==> src/design/cps_pkg.sv <==
package cps_pkg;

    localparam int COORD_WIDTH = 24;
    localparam int FRAC_U      = 16;
    localparam int DW          = COORD_WIDTH + 1;
    localparam int PW          = 2 * DW;
    localparam int NW          = PW + 1;
    localparam int RW          = NW + 1;
    localparam int UW          = FRAC_U + 1;
    localparam int DIV_STAGES  = FRAC_U + 1;
    localparam int MW          = UW + 1 + DW;
    localparam int IN_W        = 6 * COORD_WIDTH;
    localparam int IN_BYTES_W  = ((IN_W + 7) / 8) * 8;
    localparam int OUT_W       = 2 * COORD_WIDTH;
    localparam int OUT_BYTES_W = ((OUT_W + 7) / 8) * 8;

    typedef struct packed {
        logic signed [COORD_WIDTH-1:0] sx;
        logic signed [COORD_WIDTH-1:0] sy;
        logic signed [COORD_WIDTH-1:0] ex;
        logic signed [COORD_WIDTH-1:0] ey;
        logic signed [DW-1:0]          dx;
        logic signed [DW-1:0]          dy;
        logic                          neg;
        logic                          over;
        logic                          deg;
    } side_t;

endpackage

==> src/design/cps_interp.sv <==
module cps_interp (
    input  logic                                   aclk,
    input  logic                                   aresetn,
    input  logic                                   in_valid,
    output logic                                   in_ready,
    input  logic [cps_pkg::UW-1:0]                 quo,
    input  cps_pkg::side_t                         side,
    output logic                                   out_valid,
    input  logic                                   out_ready,
    output logic signed [cps_pkg::COORD_WIDTH-1:0] rx,
    output logic signed [cps_pkg::COORD_WIDTH-1:0] ry,
    output logic                                   deg
);
    localparam int CW = cps_pkg::COORD_WIDTH;
    localparam int MW = cps_pkg::MW;

    logic va_reg, vb_reg, rdya, rdyb;
    cps_pkg::side_t sa_reg;
    logic signed [MW-1:0] mx_reg, my_reg;
    logic signed [MW-1:0] shx, shy;
    logic signed [CW-1:0] rx_next, ry_next, rx_reg, ry_reg;
    logic deg_reg;

    assign rdyb     = !vb_reg || out_ready;
    assign rdya     = !va_reg || rdyb;
    assign in_ready = rdya;

    assign shx = mx_reg >>> cps_pkg::FRAC_U;
    assign shy = my_reg >>> cps_pkg::FRAC_U;

    always_comb begin
        if (sa_reg.deg) begin
            rx_next = '0;
            ry_next = '0;
        end else if (sa_reg.neg) begin
            rx_next = sa_reg.sx;
            ry_next = sa_reg.sy;
        end else if (sa_reg.over) begin
            rx_next = sa_reg.ex;
            ry_next = sa_reg.ey;
        end else begin
            rx_next = sa_reg.sx + shx[CW-1:0];
            ry_next = sa_reg.sy + shy[CW-1:0];
        end
    end

    always_ff @(posedge aclk) begin
        if (!aresetn) begin
            va_reg <= 1'b0;
            vb_reg <= 1'b0;
        end else begin
            if (rdya) va_reg <= in_valid;
            if (rdyb) vb_reg <= va_reg;
        end
        if (rdya) begin
            sa_reg <= side;
            mx_reg <= $signed({1'b0, quo}) * side.dx;
            my_reg <= $signed({1'b0, quo}) * side.dy;
        end
        if (rdyb) begin
            rx_reg  <= rx_next;
            ry_reg  <= ry_next;
            deg_reg <= sa_reg.deg;
        end
    end

    assign out_valid = vb_reg;
    assign rx        = rx_reg;
    assign ry        = ry_reg;
    assign deg       = deg_reg;
endmodule

==> config.mk <==
export PLATFORM = sky130hd
export DESIGN_NAME = cps_interp
export DESIGN_NICKNAME = d
export VERILOG_FILES = /design/src/design/cps_pkg.sv /design/src/design/cps_interp.sv
export SDC_FILE = /design/constraint.sdc
export NUM_CORES = 2
export LEC_CHECK = 0
export BUFFER_PORTS_ARGS = -buffer_cell sky130_fd_sc_hd__buf_2
export CORE_ASPECT_RATIO = 1.5
export CORE_MARGIN = 10
export CORE_UTILIZATION = 50
export DETAILED_ROUTE_END_ITERATION = 12
export PLACE_DENSITY = 0.71
export RECOVER_POWER = 100
export REMOVE_ABC_BUFFERS = 1
export SYNTH_ARGS = -nofsm -noshare
export SYNTH_HDL_FRONTEND = slang
export SYNTH_SLANG_ARGS = --single-unit
export TNS_END_PERCENT = 30
==> constraint.sdc <==
create_clock -name aclk -period 9.4 [get_ports aclk]
set_clock_uncertainty 0.2 [all_clocks]
set_input_delay 1.88 -clock aclk [delete_from_list [all_inputs] [get_ports aclk]]
set_output_delay 1.88 -clock aclk [all_outputs]
set_load 0.05 [all_outputs]
==> impl_metrics.csv <==
group,metric,value,unit
sta,timing.setup.tns,0,ns
clock_tree,cts.repair.resized,0,
worst_setup_path,rrSetupSlack,2.90,ns
sta,period_needed,8.758,ns
synthesis,yosys-top-cells-count,"inv_1, fa_1, nand2_1, and2_1, ha_1",
synthesis,synth-seq-cells,198,
sta,period_share,93.17,%
worst_setup_path,required,9.42,ns
synthesis,syn_area,0.03755,mm²
clock_tree,path_clk_slew,0.08,ns
grt,antenna_found_initial,8,
synthesis,yosys-top-cells-area,"fa_1, edfxtp_1, inv_1",
final_layout,fin_nets,5189,
clock_tree,clockBufferDepth,2,
worst_setup_path,critical_path_class,"primary input to register",
worst_setup_path,worstPathArrival,8.78,ns
sta,max_freq,114.2,MHz
clock_tree,postCtsHoldBufs,0,
detailed_routing,routed_wl,99940,µm
sta,tightestPinTransition,4.285,ns
synthesis,synth_edf_count,196,
floorplanning,initial_core_util,50.21,%
worst_setup_path,cp_slowest_cell,"buf_2",
synthesis,synth_top_area_share,42.11,%
worst_hold_path,holdPathStages,1,
floorplanning,die_w,243.8,µm
clock_tree,cts.sinks,198,
worst_setup_path,end_kind,"register",
worst_setup_path,path_max_fanout,42,
detailed_routing,vias,26810,
worst_setup_path,crit_top_cell,"fa_1",
outcome,run_status,"finished, violations left",
grt,grt_pass1_wl,160900,µm
place,port_buffers,220,
grt,grt_max_degree,79,
detailed_routing,drcViolationCount,0,
synthesis,yosys.area.top_type,"fa_1",
synthesis,synth.most_common_cell,"inv_1",
clock_tree,post_cts_buffers,0,
sta,finalSetupViolCount,0,
final_layout,layout-drive-gt1-share,5.664,%
grt,gr-usage-all-layers,23.73,%
worst_setup_path,crit_path_start_kind,"primary input",
clock_tree,worstSkewPairLatency,0.47,ns
worst_setup_path,r2r_cells,3,
detailed_routing,ant_nets,0,
worst_setup_path,timing.rr.end,"mx_reg[16]$_DFFE_PP_",
worst_hold_path,min_to,"out_valid$_SDFFE_PN0P_",
sta,rsz0062_at_grt,"no",
clock_tree,h-tree-depth,4,
worst_hold_path,hp-start,"va_reg$_SDFFE_PN0P_",
synthesis,yosysWarningCount,0,
sta,finalHoldViolCount,0,
floorplanning,pin_count,221,
synthesis,syn_avg_cell_area,9.667,µm²
run,maxCapViolCount,6,
final_layout,multi_input_area,0.02735,mm²
grt,overflow,0,
final_layout,largest_register_ff_count,99,
floorplanning,rows,123,
floorplanning,die-area,0.08670,mm²
worst_hold_path,hp-class,"register to register",
synthesis,synth-seq-area-share,15.78,%
final_layout,ff_latch_area,0.005926,mm²
clock_tree,numCtsBuffers,17,
detailed_routing,drt_iter0_drc,1632,
sta,slew_viol_final,317,
worst_setup_path,critPathMaxStageDelay,0.73,ns
clock_tree,cts-root-buf,"clkbuf_16",
worst_setup_path,r2r_start,"out_valid$_SDFFE_PN0P_",
sta,timing.slew.headroom,-185.7,%
detailed_routing,drt-wirelength-per-cell,19.94,µm
outcome,failed_checks,"capacitance limit, slew limit",
synthesis,syn_inst,3885,
detailed_routing,viasPerCell,5.349,
floorplanning,coreArea,0.07479,mm²
place,dpl.hpwl,79130,µm
synthesis,yosys_most_used_dff,"edfxtp_1",
synthesis,synthArstFlopShare,0,%
worst_setup_path,crit_chain,"buf_2, and2_1, fa_1, inv_1, fa_1, fa_1, inv_1, fa_1, fa_1, inv_1, fa_1, inv_1, ha_1, a2111oi_0, nand2_1, a221oi_1, a221oi_1, o21ai_0, a211oi_1, or3_1, a31o_2, xor2_1",
place,place_congestion,0.8912,
final_layout,nFillCells,6768,
detailed_routing,drt_first_pass_iters,6,
clock_tree,cts_tree,"done",
floorplanning,die_y,355.7,µm
synthesis,ys_types,77,
grt,first_global_vias,30060,
final_layout,area_growth_syn_to_layout,6.617,%
-- layout by cell type, fill, tap and decap left out, drive strengths merged, types with 3 or more instances in the layout --
master | netlist | layout
a21oi | 93 | 93
mux2i | 5 | 5
clkbuf | 165 | 92
o221ai | 4 | 4
o31a | 9 | 9
ha | 234 | 234
nor3 | 20 | 20
xor2 | 25 | 25
nor2b | 11 | 11
o311ai | 6 | 6
buf | 2 | 185
o31ai | 3 | 3
and4 | 3 | 3
a21o | 37 | 37
clkinv | 1 | 6
a211oi | 16 | 16
a311oi | 5 | 5
o211a | 20 | 20
o21a | 23 | 23
o21ai | 64 | 64
and2 | 391 | 391
nand2b | 11 | 11
a221oi | 8 | 8
a31oi | 8 | 8
fa | 790 | 790
nand4 | 13 | 13
a2111oi | 5 | 5
nor4b | 3 | 3
diode | 0 | 5
nand3 | 21 | 21
or3 | 11 | 11
inv | 966 | 973
o211ai | 14 | 14
edfxtp | 196 | 196
xnor2 | 74 | 74
nand2 | 501 | 501
o21bai | 15 | 15
and3 | 10 | 10
nor2 | 64 | 64
-- stage by stage --
step           area, µm²  util, %  hold WS, ns  std cells  setup WS, ns
3_3_place_gp       39600    52.94       0.3378       4976        0.3624
3_5_place_dp       39600    52.94       0.3510       4976        0.3168
4_1_cts            40160    53.70       0.3655       5008        0.8219
6_report           40040    53.53       0.3098       5013        0.6417
5_1_grt            40040    53.53       0.3369       5013        0.2675
2_1_floorplan      36930        -       0.2627       3718         1.587
-- how the worst max path moves through the flow --
stage	start	end	slack, ns	cells past startpoint
floorplan	side[45]	mx_reg[38]$_DFFE_PP_	1.59	21
global placement	quo[3]	mx_reg[38]$_DFFE_PP_	0.36	21
detailed placement	quo[3]	mx_reg[38]$_DFFE_PP_	0.32	21
CTS	quo[3]	mx_reg[38]$_DFFE_PP_	0.82	21
global route	quo[4]	my_reg[29]$_DFFE_PP_	0.27	22
finish	quo[3]	mx_reg[38]$_DFFE_PP_	0.64	22
-- cell families after synthesis --
logic type / after synthesis / share of synthesized area, %
buffers and inverters: 1134 / 11.33
AO/OA/AOI/OAI: 353 / 6.437
XOR/XNOR: 99 / 2.309
multiplexers: 6 / 0.1633
adder cells (fa/ha/maj): 1024 / 49.91
AND/OR/NAND/NOR: 1071 / 14.07
flip-flops: 198 / 15.78
-- per-layer routing --
metal	track usage [%]	share of wire, %
met1	27.24	37
met2	43.57	53
met4	10.73	4.7
met3	2.684	5.6
met5	0	0.021
-- critical path, delay by kind of cell --
kind            cells  cell delay [ns]
fa+ha+maj           7             3.08
compound gates      6             1.85
buf+inv             5             0.99
simple gates        3             0.80
xor+xnor            1             0.14
-- area by class of cell --
class	instances	share of cell area [%]
multi-input cells	2553	68.31
flip-flops and latches	198	14.80
inverters	967	9.065
repair buffers	258	3.253
well taps	1000	3.125
clock buffers	19	1.081
clock inverters	13	0.3312
diodes	5	0.03125
Power is not shown: default switching activity piles up to over one toggle a cycle in this logic, so the estimate is an artifact.
