`src/design/cps_pkg.sv`:
```
package cps_pkg;

    localparam int COORD_WIDTH = 24;
    localparam int FRAC_U      = 16;
    localparam int DW          = COORD_WIDTH + 1;
    localparam int PW          = 2 * DW;
    localparam int NW          = PW + 1;
    localparam int RW          = NW + 1;
    localparam int UW          = FRAC_U + 1;
    localparam int DIV_STAGES  = FRAC_U + 1;
    localparam int MW          = UW + 1 + DW;
    localparam int IN_W        = 6 * COORD_WIDTH;
    localparam int IN_BYTES_W  = ((IN_W + 7) / 8) * 8;
    localparam int OUT_W       = 2 * COORD_WIDTH;
    localparam int OUT_BYTES_W = ((OUT_W + 7) / 8) * 8;

    typedef struct packed {
        logic signed [COORD_WIDTH-1:0] sx;
        logic signed [COORD_WIDTH-1:0] sy;
        logic signed [COORD_WIDTH-1:0] ex;
        logic signed [COORD_WIDTH-1:0] ey;
        logic signed [DW-1:0]          dx;
        logic signed [DW-1:0]          dy;
        logic                          neg;
        logic                          over;
        logic                          deg;
    } side_t;

endpackage

```
`src/design/cps_div.sv`:
```
module cps_div (
    input  logic                   aclk,
    input  logic                   aresetn,
    input  logic                   in_valid,
    output logic                   in_ready,
    input  logic [cps_pkg::RW-1:0] num,
    input  logic [cps_pkg::PW-1:0] den,
    input  cps_pkg::side_t         side_in,
    output logic                   out_valid,
    input  logic                   out_ready,
    output logic [cps_pkg::UW-1:0] quo,
    output cps_pkg::side_t         side_out
);
    localparam int N  = cps_pkg::DIV_STAGES;
    localparam int RW = cps_pkg::RW;
    localparam int PW = cps_pkg::PW;
    localparam int UW = cps_pkg::UW;

    logic           v_reg   [N];
    logic [RW-1:0]  r_reg   [N];
    logic [UW-1:0]  u_reg   [N];
    logic [PW-1:0]  d_reg   [N];
    cps_pkg::side_t s_reg   [N];
    logic           rdy     [N+1];

    assign rdy[N]   = out_ready;
    assign in_ready = rdy[0];

    for (genvar i = 0; i < N; i++) begin : g_stage
        logic [RW-1:0]  r_in;
        logic [UW-1:0]  u_in;
        logic [PW-1:0]  d_in;
        cps_pkg::side_t s_in;
        logic           v_in;
        logic           ge;

        if (i == 0) begin : g_first
            assign r_in = num;
            assign u_in = '0;
            assign d_in = den;
            assign s_in = side_in;
            assign v_in = in_valid;
        end else begin : g_next
            assign r_in = {r_reg[i-1][RW-2:0], 1'b0};
            assign u_in = {u_reg[i-1][UW-2:0], 1'b0};
            assign d_in = d_reg[i-1];
            assign s_in = s_reg[i-1];
            assign v_in = v_reg[i-1];
        end

        assign ge     = r_in >= RW'(d_in);
        assign rdy[i] = !v_reg[i] || rdy[i+1];

        always_ff @(posedge aclk) begin
            if (!aresetn) begin
                v_reg[i] <= 1'b0;
            end else if (rdy[i]) begin
                v_reg[i] <= v_in;
            end
            if (rdy[i]) begin
                r_reg[i] <= ge ? r_in - RW'(d_in) : r_in;
                u_reg[i] <= {u_in[UW-1:1], ge};
                d_reg[i] <= d_in;
                s_reg[i] <= s_in;
            end
        end
    end

    assign out_valid = v_reg[N-1];
    assign quo       = u_reg[N-1];
    assign side_out  = s_reg[N-1];
endmodule

```
`config.mk`:
```
export PLATFORM = sky130hd
export DESIGN_NAME = cps_div
export DESIGN_NICKNAME = d
export VERILOG_FILES = /design/src/design/cps_pkg.sv /design/src/design/cps_div.sv
export SDC_FILE = /design/constraint.sdc
export NUM_CORES = 2
export LEC_CHECK = 0
export BUFFER_PORTS_ARGS = -buffer_cell sky130_fd_sc_hd__buf_2
export CORE_AREA = 2 2 541 543
export DETAILED_ROUTE_END_ITERATION = 8
export DIE_AREA = 0 0 543 545
export PLACE_DENSITY = 0.89
export SKIP_LAST_GASP = 1
export SYNTH_ARGS = -nofsm -noshare
export SYNTH_HDL_FRONTEND = slang
export SYNTH_MEMORY_MAX_BITS = 65536
export SYNTH_SLANG_ARGS = --single-unit
```
`constraint.sdc`:
```
create_clock -name aclk -period 49.2 [get_ports aclk]
set_clock_uncertainty 0.2 [all_clocks]
set_input_delay 0 -clock aclk [delete_from_list [all_inputs] [get_ports aclk]]
set_output_delay 0 -clock aclk [all_outputs]
set_load 0.005 [all_outputs]
```
==> results_dict.tcl, run 1 <==
set metrics [dict create \
    grt_pass1_vias 133595 \
    num_io_pins 423 \
    post-place-ws_ps 40780 \
    ys_ff_latch 4319 \
    synth_area_per_cell_sq_um 13.9 \
    cts_buffers 398 \
    synth_nets 14643 \
    ys_seq_area_frac 0.691 \
    post_cts_buffers 0 \
    grt_overflow 872 \
    cts_buffer_depth 4 \
    grt_pass1_wl_um 890000 \
    postCtsHoldBufs 562 \
    gp_congestion 0.974 \
    synth_edf_count 4318 \
    root_buffer "clkbuf_16" \
    rows 198 \
    htree_levels 5 \
    async_flop_share 0 \
    run_status "aborted with a tool error" \
    lastStage "global routing" \
    dp_hpwl_um 300000 \
    synth_cells 13523 \
    yosysWarningCount 0 \
    grt_max_degree 163 \
    io_buffers 422 \
    dpl_cell_area_sq_um 194000 \
    stop_error "[ERROR GRT-0116] Global routing finished with congestion. Check the congestion regions in the DRC Viewer." \
    start_util 0.647 \
    die_y_um 545 \
    cts_resized 0 \
    die_w_um 543 \
    ys_types 103 \
    grt_use_total 0.408 \
    cts.sinks 4319 \
    synthesis.area_sq_um 188000 \
    synth_ff_type "edfxtp_1" \
]
[stage by stage]
step / util / cells / hold WS (ps)
after floorplan: - / 13523 / -101
after global placement: 0.669 / 17540 / -22.7
after detailed placement: 0.669 / 17540 / -21.9
after CTS: 0.732 / 18834 / 17.6
[synthesized netlist by cell type, types with 14 or more instances]
cell type | n | area, sq um
edfxtp_1 | 4318 | 130000
inv_1 | 1103 | 4140
nand2_1 | 1066 | 4000
a21oi_1 | 986 | 4930
o21ai_0 | 912 | 4560
ha_1 | 849 | 10600
nor2_1 | 572 | 2150
a21o_1 | 486 | 3650
xnor2_1 | 411 | 3600
xor2_1 | 306 | 2680
clkbuf_1 | 297 | 1110
nand4_1 | 202 | 1260
nand3_1 | 172 | 861
mux2_2 | 156 | 1760
o21bai_1 | 144 | 1080
nor3_1 | 120 | 601
nand2b_1 | 115 | 719
nor2b_1 | 112 | 701
and3_1 | 104 | 651
a31oi_1 | 102 | 638
o21a_1 | 89 | 668
buf_2 | 68 | 340
o31ai_1 | 64 | 480
a211oi_1 | 60 | 450
o211ai_1 | 56 | 420
mux2_4 | 51 | 766
and2_1 | 44 | 275
nor4_1 | 33 | 206
a21boi_0 | 31 | 233
or3_1 | 28 | 175
a2111oi_0 | 26 | 228
and4_1 | 23 | 201
o41ai_1 | 22 | 193
or2_2 | 19 | 119
a211o_1 | 18 | 158
a41oi_1 | 18 | 158
o31a_1 | 18 | 158
a221o_1 | 17 | 170
a221oi_1 | 16 | 140
fa_1 | 16 | 320
o2111ai_1 | 16 | 140
mux2i_1 | 15 | 150
a31o_2 | 14 | 123
[logic make-up after synthesis]
family / Yosys count / share of synthesized area
DFF: 4319 / 0.691
AOI/OAI and AO/OA: 3242 / 0.106
and+or+nand+nor: 2672 / 0.0662
buffers and inverters: 1484 / 0.0304
adders and majority gates: 865 / 0.0583
xor gates and xnor gates: 717 / 0.0335
muxes: 224 / 0.0144
[routing by layer]
metal / GRT usage / overflow
met1: 0.422 / 11
met2: 0.620 / 487
met3: 0.208 / 16
met4: 0.322 / 353
met5: 0.0571 / 5
==> run 2, diff against run 1 <==
Settings changed: CORE_AREA 2 2 541 543 to 2 2 689 691, DIE_AREA 0 0 543 545 to 0 0 691 693, PLACE_DENSITY 0.89 to unset, PLACE_DENSITY_LB_ADDON set to 0.15.
==> run 2 against run 1 <==
Effect of this change: synthesized area stayed put; the run now ends clean; synthesized cell count unchanged.
==> results_dict.tcl, run 2 <==
set metrics [dict create \
    synth_nets 14643 \
    clock.fmax_mhz 141 \
    grt_pass1_vias 106958 \
    ys_types 103 \
    synth_cells 13523 \
    slew_headroom 0.173 \
    ys_ff_latch 4319 \
    period_needed_ps 7100 \
    cts_buffer_depth 4 \
    crit_fanout 106 \
    wirelength_um 410000 \
    yosysWarningCount 0 \
    syn_to_final_growth_pct 15.8 \
    post_cts_buffers 0 \
    worstMarginPinSlew_ps 1240 \
    grt_pass1_wl_um 628000 \
    crit_family "buffers and inverters" \
    fin_nets 15825 \
    drc 0 \
    yosysMostFrequentCell "edfxtp_1" \
    die_y_um 693 \
    grt_util_met3 0.0167 \
    vdd_drop_max_v 0.0000349 \
    synth_edf_count 4318 \
    cp_slowest_stage_delay_ps 730 \
    dr_total_vias 106011 \
    r2r-start "v_reg[16]$_DFF_P_" \
    path_cells "nor2b_1, and2_1, inv_8, nor2_1, and2_1, and3_1, and3_1, inv_8, nor2_1, nand3_4, buf_4, buf_4, buf_4, buf_4" \
    core_area_sq_um 472000 \
    cts_buffers 445 \
    async_flop_share 0 \
    grt_max_degree 161 \
    drt_iter0_markers 6646 \
    intPower_mw 8.59 \
    cts_tree "yes" \
    yosys.area.top_type "edfxtp_1" \
    power_density_nw_per_um2 58.9 \
    cp.required_ps 49560 \
    num_io_pins 423 \
    final_area_sq_um 217000 \
    period_share 0.144 \
    met1_usage 0.202 \
    critPathLaunchType "flip-flop" \
    root_buffer "clkbuf_16" \
    path_buf_inv 6 \
    grt_overflow 0 \
    crit_top_cell "buf_4" \
    worstSkewPairLatency_ps 960 \
    drt_pass1_iterations 5 \
    final_layout_size_suffix_gt1_frac 0.0961 \
    antenna_found_initial 14 \
    die-area_sq_um 479000 \
    htree_levels 5 \
    switchingPower_mw 4.22 \
    grt_use_total 0.168 \
    synth_area_per_cell_sq_um 13.9 \
    start_util 0.397 \
    layout_common_cells "4318 x edfxtp_1, 1094 x inv_1, 1060 x nand2_1, 984 x a21oi_1, 911 x o21ai_0" \
    hold_class "in -> reg" \
    final_common_cell "edfxtp_1" \
    slew_viol_final 0 \
    cts.sinks 4319 \
    hp-start "side_in[6]" \
    fin_cells 21323 \
    synth_ff_type "edfxtp_1" \
    critPathKind "reg -> reg" \
    seq_power_share 0.407 \
    ys_seq_area_frac 0.691 \
    run_status "complete, no violations" \
    fin_setup_tns_ps 0 \
    grtUsageMet2 0.302 \
    dpl_cell_area_sq_um 197000 \
    top_usage_layer "met2" \
    power_frac_comb 0.337 \
    synthTopCellsByArea "edfxtp_1 69%, ha_1 5.7%, a21oi_1 2.6%" \
    finish.utilization 0.460 \
    max_cap_viol_count 0 \
    largest_reg_flops 2533 \
    cp-end-kind "flip-flop" \
    cp_slowest_cell "buf_4" \
    place_inst 19909 \
    setup_viol 0 \
    die_w_um 691 \
    clock_power_share 0.256 \
    gp_congestion 0.889 \
    avgRoutedWirePerCell_um 19.2 \
    ant_nets 0 \
    drt-vias-per-instance 4.97 \
    crit_start "v_reg[16]$_DFF_P_" \
    rows 253 \
    cp.arrival_ps 7460 \
    io_buffers 422 \
    synth_top_cells_by_count "4318 x edfxtp_1, 1103 x inv_1, 1066 x nand2_1" \
    rsz0062_at_grt "no" \
    final_hold_viol_count 0 \
    synth_top_area_frac 0.691 \
    cts.clk_slew.worst_paths_ps 60 \
    p_sw_frac 0.329 \
    dp_hpwl_um 299000 \
    cellLeakagePower_nw 86.1 \
    synthesis.area_sq_um 188000 \
]
==> run 2: cells by family (layout without fill, tap and decap cells) <==
family,count (synthesis),count (layout),synth area share
flops,4319,4319,0.691
simple gates,2672,2672,0.0662
compound gates,3242,3242,0.106
xor+xnor,717,717,0.0335
fa+ha+maj,865,865,0.0583
buf+inv,1484,3031,0.0304
other cells,0,6,0
mux,224,224,0.0144
==> run 2: metrics by stage <==
stage	setup WS (ps)	power (mW)	hold WS (ps)
after floorplan	29620	8.35	-101
after global placement	41920	9.55	-21.3
after detailed placement	41860	9.56	-21.8
after CTS	41780	12.9	0.509
after global routing	41410	13.6	38.8
final	42100	12.8	58.9
==> run 2: worst min-delay path: cells and delay by family <==
kind / cells / cell delay (ps)
buffers and inverters: 3 / 1130
==> run 2: cell type report <==
cell class                      instances  area, sq um
Multi-Input combinational cell       7720        52500
Clock buffer                          546        11600
Fill cell                           41990       255000
Sequential cell                      4319       130000
Tap cell                             6247         7820
Inverter                             1105         4210
Antenna cell                            6         15.0
Timing Repair Buffer                 1114         8840
Clock inverter                        266         2710
==> run 2: what timing repair did <==
action | CTS | global route
hold buffers | 596 | 0
resized for setup | 0 | 0
endpoints found under the hold margin | 469 | 0
==> run 2: power by group through the flow <==
stage               logic [mW]  registers, mW  clock network (mW)
CTS                       4.33           5.22                3.39
finish                    4.32           5.21                3.28
global placement          4.25           5.30                   0
detailed placement        4.26           5.29                   0
floorplan                 3.25           5.10                   0
global route              4.83           5.27                3.52
==> run 2: path summary, 6_finish.rpt <==
path,to,slack (ps),cells after the start
worst min register to register,s_reg[0][356]$_DFFE_PP_,180,0
worst max-delay path,d_reg[0][53]$_DFFE_PP_,42100,14
worst max register to register,d_reg[0][53]$_DFFE_PP_,42100,14
worst min-delay path,s_reg[0][6]$_DFFE_PP_,60,3
==> run 2: routing by layer <==
| layer | part of all wire | up-vias |
|---|---|---|
| met3 | 0.029 | 771 |
| met5 | 0.00012 | - |
| met2 | 0.50 | 1911 |
| met4 | 0.052 | 8 |
| met1 | 0.42 | 50551 |
| li1 | - | 52770 |
Note: power is estimated with default switching activity, not from simulation.
